[src/rtl/swpd_pkg.sv]
`timescale 1ns / 1ps

package swpd_pkg;

    // Field widths of the sample and peak items
    localparam int SAMPLE_W    = 16;
    localparam int PEAK_SIZE_W = 7;
    localparam int BEGIN_W     = 24;

    // Defaults for the top-level parameters
    localparam int MAX_WINDOW_DEF    = 64;
    localparam int POSITION_BITS_DEF = 24;

    // Window length after reset
    localparam logic [PEAK_SIZE_W-1:0] PEAK_SIZE_RESET = 7'd9;

endpackage

[src/rtl/swpd_sample_if.sv]
`timescale 1ns / 1ps

interface swpd_sample_if;

    logic                                valid;
    logic                                ready;
    logic signed [swpd_pkg::SAMPLE_W-1:0] sample;
    logic                                sequence_start;

    modport source (
        output valid,
        output sample,
        output sequence_start,
        input  ready
    );

    modport sink (
        input  valid,
        input  sample,
        input  sequence_start,
        output ready
    );

endinterface

[src/rtl/swpd_peak_if.sv]
`timescale 1ns / 1ps

interface swpd_peak_if;

    logic                                 valid;
    logic                                 ready;
    logic signed [swpd_pkg::SAMPLE_W-1:0] peak_value;
    logic        [swpd_pkg::BEGIN_W-1:0]  window_begin;

    modport source (
        output valid,
        output peak_value,
        output window_begin,
        input  ready
    );

    modport sink (
        input  valid,
        input  peak_value,
        input  window_begin,
        output ready
    );

endinterface

[src/rtl/sliding_window_peak_detector_core.sv]
`timescale 1ns / 1ps

// Channel   Dir  Handshake     Item payload
// -------   ---  ------------  -------------------------------------------
// samples   in   valid/ready   sample (s16 Q8.8), sequence_start (1b)
// peaks     out  valid/ready   peak_value (s16 Q8.8), window_begin (u24)
// cfg       in   cfg_wr_en     cfg_wr_data: peak_size (u7), no read-back
//
// One item per cycle sustained while peaks is not stalled. An accepted item
// lands in the input register; the strict-maximum test then runs in parallel
// over the live taps of the shifted window, and when the test stage advances
// the window taps and the result register that drives peaks.valid load. The
// input register and the result register are the only two stages, with the
// single compare pass between them.
// Reset (rst_n, async, low) clears fill count, position and both valid
// flags, and loads peak_size with 9. The window taps hold no reset value.
// A stall on peaks holds the result; the input register still takes one
// more item, after which samples.ready drops until the result is taken.

module sliding_window_peak_detector_core #(
    parameter int MAX_WINDOW    = swpd_pkg::MAX_WINDOW_DEF,
    parameter int POSITION_BITS = swpd_pkg::POSITION_BITS_DEF
) (
    input  logic                                clk,
    input  logic                                rst_n,
    input  logic                                cfg_wr_en,
    input  logic [swpd_pkg::PEAK_SIZE_W-1:0]    cfg_wr_data,
    swpd_sample_if.sink                         samples,
    swpd_peak_if.source                         peaks
);

    localparam int IDX_W   = $clog2(MAX_WINDOW);
    localparam int CNT_W   = $clog2(MAX_WINDOW + 1);
    localparam int CMP_W   = (CNT_W > swpd_pkg::PEAK_SIZE_W) ? CNT_W : swpd_pkg::PEAK_SIZE_W;
    localparam int BCALC_W = (POSITION_BITS > swpd_pkg::BEGIN_W) ?
                             POSITION_BITS : swpd_pkg::BEGIN_W;
    localparam logic [POSITION_BITS-1:0] POS_MAX = {POSITION_BITS{1'b1}};
    localparam logic [CNT_W-1:0]         WIN_MAX = CNT_W'(MAX_WINDOW);

    // Configuration register
    logic [swpd_pkg::PEAK_SIZE_W-1:0] peak_size_reg;

    // Input register
    logic                                 in_valid_reg;
    logic signed [swpd_pkg::SAMPLE_W-1:0] sample_reg;
    logic                                 start_reg;

    // Window state: entry 0 is the newest sample
    logic signed [swpd_pkg::SAMPLE_W-1:0] win_reg [MAX_WINDOW];
    logic signed [swpd_pkg::SAMPLE_W-1:0] win_next [MAX_WINDOW];
    logic [CNT_W-1:0]                     fill_reg;
    logic [CNT_W-1:0]                     fill_next;
    logic [POSITION_BITS-1:0]             pos_reg;
    logic [POSITION_BITS-1:0]             pos_next;

    // Result register
    logic                                 res_valid_reg;
    logic signed [swpd_pkg::SAMPLE_W-1:0] res_value_reg;
    logic [swpd_pkg::BEGIN_W-1:0]         res_begin_reg;

    // Test logic
    logic                                 adv;
    logic [CMP_W-1:0]                     ps_wide;
    logic [CNT_W-1:0]                     n_eff;
    logic [CNT_W-1:0]                     n_m1;
    logic [CNT_W-1:0]                     centre_wide;
    logic [IDX_W-1:0]                     centre;
    logic [CNT_W-1:0]                     fill_base;
    logic [POSITION_BITS-1:0]             idx;
    logic signed [swpd_pkg::SAMPLE_W-1:0] cval;
    logic                                 all_lower;
    logic                                 is_peak;
    logic [BCALC_W-1:0]                   begin_wide;

    // Advance the test stage when an item is held and the result slot is free or being drained
    assign adv           = in_valid_reg && (!res_valid_reg || peaks.ready);
    assign samples.ready = !in_valid_reg || adv;

    assign peaks.valid        = res_valid_reg;
    assign peaks.peak_value   = res_value_reg;
    assign peaks.window_begin = res_begin_reg;

    // Clamp the window length into 1..MAX_WINDOW
    always_comb
    begin
        ps_wide = CMP_W'(peak_size_reg);
        if (ps_wide == '0)
        begin
            n_eff = CNT_W'(1);
        end
        else if (ps_wide > CMP_W'(WIN_MAX))
        begin
            n_eff = WIN_MAX;
        end
        else
        begin
            n_eff = CNT_W'(ps_wide);
        end
        n_m1        = n_eff - CNT_W'(1);
        // oldest tap is n-1; the centre sits n/2 taps newer
        centre_wide = n_m1 - (n_eff >> 1);
        centre      = centre_wide[IDX_W-1:0];
    end

    // Shift the new sample in, restart counters on a sequence start
    always_comb
    begin
        win_next[0] = sample_reg;
        for (int i = 1; i < MAX_WINDOW; i++)
        begin
            win_next[i] = win_reg[i-1];
        end

        fill_base = start_reg ? '0 : fill_reg;
        fill_next = (fill_base < WIN_MAX) ? fill_base + CNT_W'(1) : fill_base;

        idx      = start_reg ? '0 : pos_reg;
        pos_next = (idx != POS_MAX) ? idx + POSITION_BITS'(1) : idx;
    end

    // Strict-maximum test of the centre tap against every other live tap
    always_comb
    begin
        cval = '0;
        for (int i = 0; i < MAX_WINDOW; i++)
        begin
            if (IDX_W'(i) == centre)
            begin
                cval = win_next[i];
            end
        end

        all_lower = 1'b1;
        for (int i = 0; i < MAX_WINDOW; i++)
        begin
            if ((CNT_W'(i) < n_eff) && (IDX_W'(i) != centre) && (win_next[i] >= cval))
            begin
                all_lower = 1'b0;
            end
        end

        is_peak = (fill_next >= n_eff) && all_lower;

        // window start, floored at zero
        if (BCALC_W'(idx) >= BCALC_W'(n_m1))
        begin
            begin_wide = BCALC_W'(idx) - BCALC_W'(n_m1);
        end
        else
        begin
            begin_wide = '0;
        end
    end

    // Configuration write
    always_ff @(posedge clk or negedge rst_n)
    begin
        if (!rst_n)
        begin
            peak_size_reg <= swpd_pkg::PEAK_SIZE_RESET;
        end
        else if (cfg_wr_en)
        begin
            peak_size_reg <= cfg_wr_data;
        end
    end

    // Input register control
    always_ff @(posedge clk or negedge rst_n)
    begin
        if (!rst_n)
        begin
            in_valid_reg <= 1'b0;
        end
        else if (samples.ready)
        begin
            in_valid_reg <= samples.valid;
        end
    end

    // Input register payload
    always_ff @(posedge clk)
    begin
        if (samples.valid && samples.ready)
        begin
            sample_reg <= samples.sample;
            start_reg  <= samples.sequence_start;
        end
    end

    // Window taps: payload only, held until the next advance
    always_ff @(posedge clk)
    begin
        if (adv)
        begin
            for (int i = 0; i < MAX_WINDOW; i++)
            begin
                win_reg[i] <= win_next[i];
            end
        end
    end

    // Fill count and position
    always_ff @(posedge clk or negedge rst_n)
    begin
        if (!rst_n)
        begin
            fill_reg <= '0;
            pos_reg  <= '0;
        end
        else if (adv)
        begin
            fill_reg <= fill_next;
            pos_reg  <= pos_next;
        end
    end

    // Result valid: load on advance, drop once taken
    always_ff @(posedge clk or negedge rst_n)
    begin
        if (!rst_n)
        begin
            res_valid_reg <= 1'b0;
        end
        else if (adv)
        begin
            res_valid_reg <= is_peak;
        end
        else if (peaks.ready)
        begin
            res_valid_reg <= 1'b0;
        end
    end

    // Result payload
    always_ff @(posedge clk)
    begin
        if (adv && is_peak)
        begin
            res_value_reg <= cval;
            res_begin_reg <= begin_wide[swpd_pkg::BEGIN_W-1:0];
        end
    end

`ifndef SYNTHESIS
    // Fill count never runs past the window depth
    assert property (@(posedge clk) disable iff (!rst_n)
        fill_reg <= WIN_MAX)
    else $error("fill count above window depth");

    // Every processed sample leaves at least one live tap
    assert property (@(posedge clk) disable iff (!rst_n)
        adv |=> fill_reg != '0)
    else $error("fill count zero after a sample");

    // A sequence start places the next sample at position one
    assert property (@(posedge clk) disable iff (!rst_n)
        (adv && start_reg) |=> pos_reg == POSITION_BITS'(1))
    else $error("position not restarted on sequence start");

    // A result appears only from an advance of the test stage
    assert property (@(posedge clk) disable iff (!rst_n)
        $rose(res_valid_reg) |-> $past(adv))
    else $error("result raised without an advance");
`endif

endmodule
[src/flat_wrapper.sv]
// flat-port wrapper written by rule: the top's interface ports become plain ports
module sliding_window_peak_detector_core_flat 
#(
    parameter int MAX_WINDOW    = swpd_pkg::MAX_WINDOW_DEF,
    parameter int POSITION_BITS = swpd_pkg::POSITION_BITS_DEF
)
  (clk, rst_n, cfg_wr_en, cfg_wr_data, samples_valid, samples_sample, samples_sequence_start, samples_ready, peaks_valid, peaks_peak_value, peaks_window_begin, peaks_ready);
  swpd_sample_if samples_i ();
  swpd_peak_if peaks_i ();
  input  logic clk;
  input  logic rst_n;
  input  logic cfg_wr_en;
  input  logic [swpd_pkg::PEAK_SIZE_W-1:0] cfg_wr_data;
  input wire logic [$bits(samples_i.valid)-1:0] samples_valid;
  input wire logic [$bits(samples_i.sample)-1:0] samples_sample;
  input wire logic [$bits(samples_i.sequence_start)-1:0] samples_sequence_start;
  output wire logic [$bits(samples_i.ready)-1:0] samples_ready;
  output wire logic [$bits(peaks_i.valid)-1:0] peaks_valid;
  output wire logic [$bits(peaks_i.peak_value)-1:0] peaks_peak_value;
  output wire logic [$bits(peaks_i.window_begin)-1:0] peaks_window_begin;
  input wire logic [$bits(peaks_i.ready)-1:0] peaks_ready;
  assign samples_i.valid = samples_valid;
  assign samples_i.sample = samples_sample;
  assign samples_i.sequence_start = samples_sequence_start;
  assign samples_ready = samples_i.ready;
  assign peaks_valid = peaks_i.valid;
  assign peaks_peak_value = peaks_i.peak_value;
  assign peaks_window_begin = peaks_i.window_begin;
  assign peaks_i.ready = peaks_ready;
  sliding_window_peak_detector_core #(.MAX_WINDOW(MAX_WINDOW), .POSITION_BITS(POSITION_BITS)) u_core (.clk(clk), .rst_n(rst_n), .cfg_wr_en(cfg_wr_en), .cfg_wr_data(cfg_wr_data), .samples(samples_i), .peaks(peaks_i));
endmodule
[config.mk]
export PLATFORM = sky130hd
export DESIGN_NAME = sliding_window_peak_detector_core_flat
export DESIGN_NICKNAME = d
export VERILOG_FILES = /design/src/rtl/swpd_pkg.sv /design/src/rtl/swpd_sample_if.sv /design/src/rtl/swpd_peak_if.sv /design/src/rtl/sliding_window_peak_detector_core.sv /design/src/flat_wrapper.sv
export SDC_FILE = /design/constraint.sdc
export NUM_CORES = 2
export LEC_CHECK = 0
export BUFFER_PORTS_ARGS = -buffer_cell sky130_fd_sc_hd__buf_2
export CAP_MARGIN = 0
export CORE_MARGIN = 3
export CORE_UTILIZATION = 45
export DETAILED_ROUTE_END_ITERATION = 12
export PLACE_DENSITY = 0.66
export SLEW_MARGIN = 10
export SYNTH_ARGS = -nofsm -noshare
export SYNTH_HDL_FRONTEND = slang
export SYNTH_SLANG_ARGS = --single-unit
export TNS_END_PERCENT = 10
[constraint.sdc]
create_clock -name clk -period 25.6 [get_ports clk]
set_input_delay 5.12 -clock clk [delete_from_list [all_inputs] [get_ports clk]]
set_output_delay 5.12 -clock clk [all_outputs]
set_load 0.02 [all_outputs]
==> results by group <==
Run status
  • Status: completed

Setup path
  • Startpoint types: flip-flop
  • Critical path required time: 26.03 ns
  • Levels on crit path: 27
  • Worst R2R End: u_core.peaks.peak_value[13]
  • Reg2Reg Setup Slack: 12.23 ns
  • Largest delay share family, worst path: compound AO/OA/AOI/OAI gates
  • WP buf/inv: 4
  • Critical Path End: u_core.peaks.peak_value[13]
  • CP max stage delay: about 1.1 ns
  • Worst r2r src: u_core.peak_size_reg[5]
  • Critical path origin: u_core.peak_size_reg[5]
  • Slowest cell on the critical path: a2111oi_0
  • Crit Path Category: flip-flop to flip-flop
  • Most frequent CP cell: buf_4
  • Crit-path max FO: 40
  • CP arrival: about 14 ns
  • R2R cell count: 27
  • Crit. End Element: flip-flop

Final layout
  • Multi-input logic area: 0.0336 mm2
  • Most common cell after layout, fill and taps aside: edfxtp_1
  • Fillers: 12900
  • Commonest non-fill, non-tap cells in the layout: edfxtp_1, ha_1, a21oi_1
  • Layout area overhead: 12.1%
  • Layout cells sized above 1: 0.0959
  • Seq. cell area: 0.0330 mm2
  • Max FFs per register: 1008
  • Nets: 6977

Hold path
  • Worst hold-check path type: flip-flop to flip-flop
  • Min-Delay Startpoint: u_core.win_reg[0][384]

CTS
  • Post-CTS Setup Inserts: 0
  • Register clock-pin slew on the reported worst setup and hold paths: 0.06 ns
  • TritonCTS clock tree: built
  • # clock sinks: 1105
  • CTS Root Cell: clkbuf_16
  • CTS max path bufs: 3
  • Cts hold-fix bufs: 0
  • Htree depth: 4
  • CTS buffer count: ~130
  • Clk_lat worst skew: 0.80 ns
  • CTS resizes: 0

Synth
  • Post-synth EDFFs: 1065
  • Register bit total from synthesis: 1105
  • Post-synthesis sequential area ratio: 0.488
  • Ys Warns: 0
  • Cell variety after synth: 108
  • Gate Count Post-Synth: 5687
  • Ys flop type: edfxtp_1
  • Synth Cell Area: 0.0676 mm2
  • Avg Inst Size Synth: 11.9 um2
  • Asr flop ratio synth: 0.0362
  • Syn nets: 6765

GRT
  • First-pass GRT wire length: 433000 um
  • GRT overflow: 0
  • Initial antenna violation count: 26
  • Vias in the first global route: 53900
  • Largest net degree at the start of global routing: 154
  • GRT Overall Usage: 0.394

Floorplanning
  • Die height: 394 um
  • DIE WIDTH: 394 um
  • Die area: 0.155 mm2
  • Initial Util: 0.455
  • Row count: 141
  • I/O pin count: 71
  • Core footprint: 0.148 mm2

Route
  • Wirelength per Cell: a little under 40 um
  • Pre-antenna DRT Iters: 9
  • DRT iter0 DRCs: 9665
  • Routed Antenna Nets: 0
  • Vias: 57900
  • DR vias/cell: between 7 and 8
  • Number of remaining DRC errors: 0
  • Final wirelength: around 310000 um

Flow run
  • Number of max-cap violations: 0

Placed design
  • GPL Wtd Cong: 1.08
  • Detail Placement HPWL: 234000 um
  • # port buffers: 70

STA
  • Slew headroom: 0.0370
  • Setup violators final: 0
  • Hold Violations, Final: 0
  • Fmax achieved: about 75 MHz
  • Fin crit share: 0.522
  • Final setup TNS: 0 ns
  • Min Tclk post-route: 13.37 ns
  • Clock Skew: 0.0243 ns
  • Slew Limit Fails: 0
  • Measured slew at the worst slew-check pin: 1.44 ns
  • RSZ-0062 raised after global routing: false
synth_stat cells, types with 53 or more instances:
cell type	n	area share
a21oi_1	362	0.027
a211oi_1	81	0.0090
a22oi_1	147	0.016
nor2_1	299	0.017
o22ai_1	53	0.0049
a222oi_1	54	0.0080
edfxtp_1	1065	0.47
a21o_1	85	0.0094
nand4_1	207	0.019
a221oi_1	80	0.010
nand2b_1	54	0.0050
clkbuf_1	90	0.0050
ha_1	1047	0.19
o21ai_0	282	0.021
nor2b_1	70	0.0065
nand3_1	135	0.010
o211ai_1	68	0.0076
nor3_1	127	0.0094
nand2_1	331	0.018
nor4_1	53	0.0049
inv_1	156	0.0087
o21a_1	58	0.0064
through the flow:
| stage | cell area [um2] | std cells | utilization | setup WS, ns | hold slack, ns |
|---|---|---|---|---|---|
| finish | 75800 | 8025 | 0.511 | 12.23 | 0.460 |
| global route | 75700 | 8009 | 0.510 | 12.24 | 0.473 |
| CTS | 75700 | 8007 | 0.510 | 13.05 | 0.452 |
| detailed placement | 71400 | 7765 | 0.481 | 13.08 | 0.442 |
| global placement | 71300 | 7764 | 0.481 | 12.11 | 0.434 |
| floorplan | 67600 | 5687 | - | 6.12 | 0.426 |
layer usage:
metal  routed length [um]  global-route usage  up-vias
li1                     -                   -    23700
met1               116000               0.508    28400
met2               132000               0.577     4646
met3                40000               0.117     1111
met4                25600               0.255       18
met5                  117                   0        -
worst min-delay path by stage:
| stage | slack, ns | endpoint | cells past startpoint |
|---|---|---|---|
| after global routing | 0.47 | u_core.win_reg[1][320] | 0 |
| after floorplan | 0.43 | u_core.win_reg[0][288] | 0 |
| after global placement | 0.43 | u_core.win_reg[0][400] | 0 |
| after detailed placement | 0.44 | u_core.win_reg[0][400] | 0 |
| after CTS | 0.45 | u_core.win_reg[1][320] | 0 |
| final | 0.46 | u_core.win_reg[0][400] | 0 |
area by class of cell:
class                      count  area share
antenna                       16    0.000528
clock buffer                 169      0.0471
clock inverter                73      0.0104
inverter                     158     0.00804
multi-input combinational   4257       0.443
sequential                  1105       0.435
tap                         2002      0.0331
timing repair buffer         245      0.0224
cell families (layout without fill, tap and decap cells):
kind of cell | after synthesis | count (layout) | synth area share
AOI/OAI and AO/OA | 1706 | 1706 | 0.176
and+or+nand+nor | 1434 | 1434 | 0.109
DFF | 1105 | 1105 | 0.488
adders and majority gates | 1049 | 1049 | 0.194
buffers and inverters | 325 | 645 | 0.0210
xor gates and xnor gates | 35 | 35 | 0.00476
muxes | 33 | 33 | 0.00605
other | 0 | 16 | 0
Power is not shown: default switching activity piles up to over one toggle a cycle in this logic, so the estimate is an artifact.
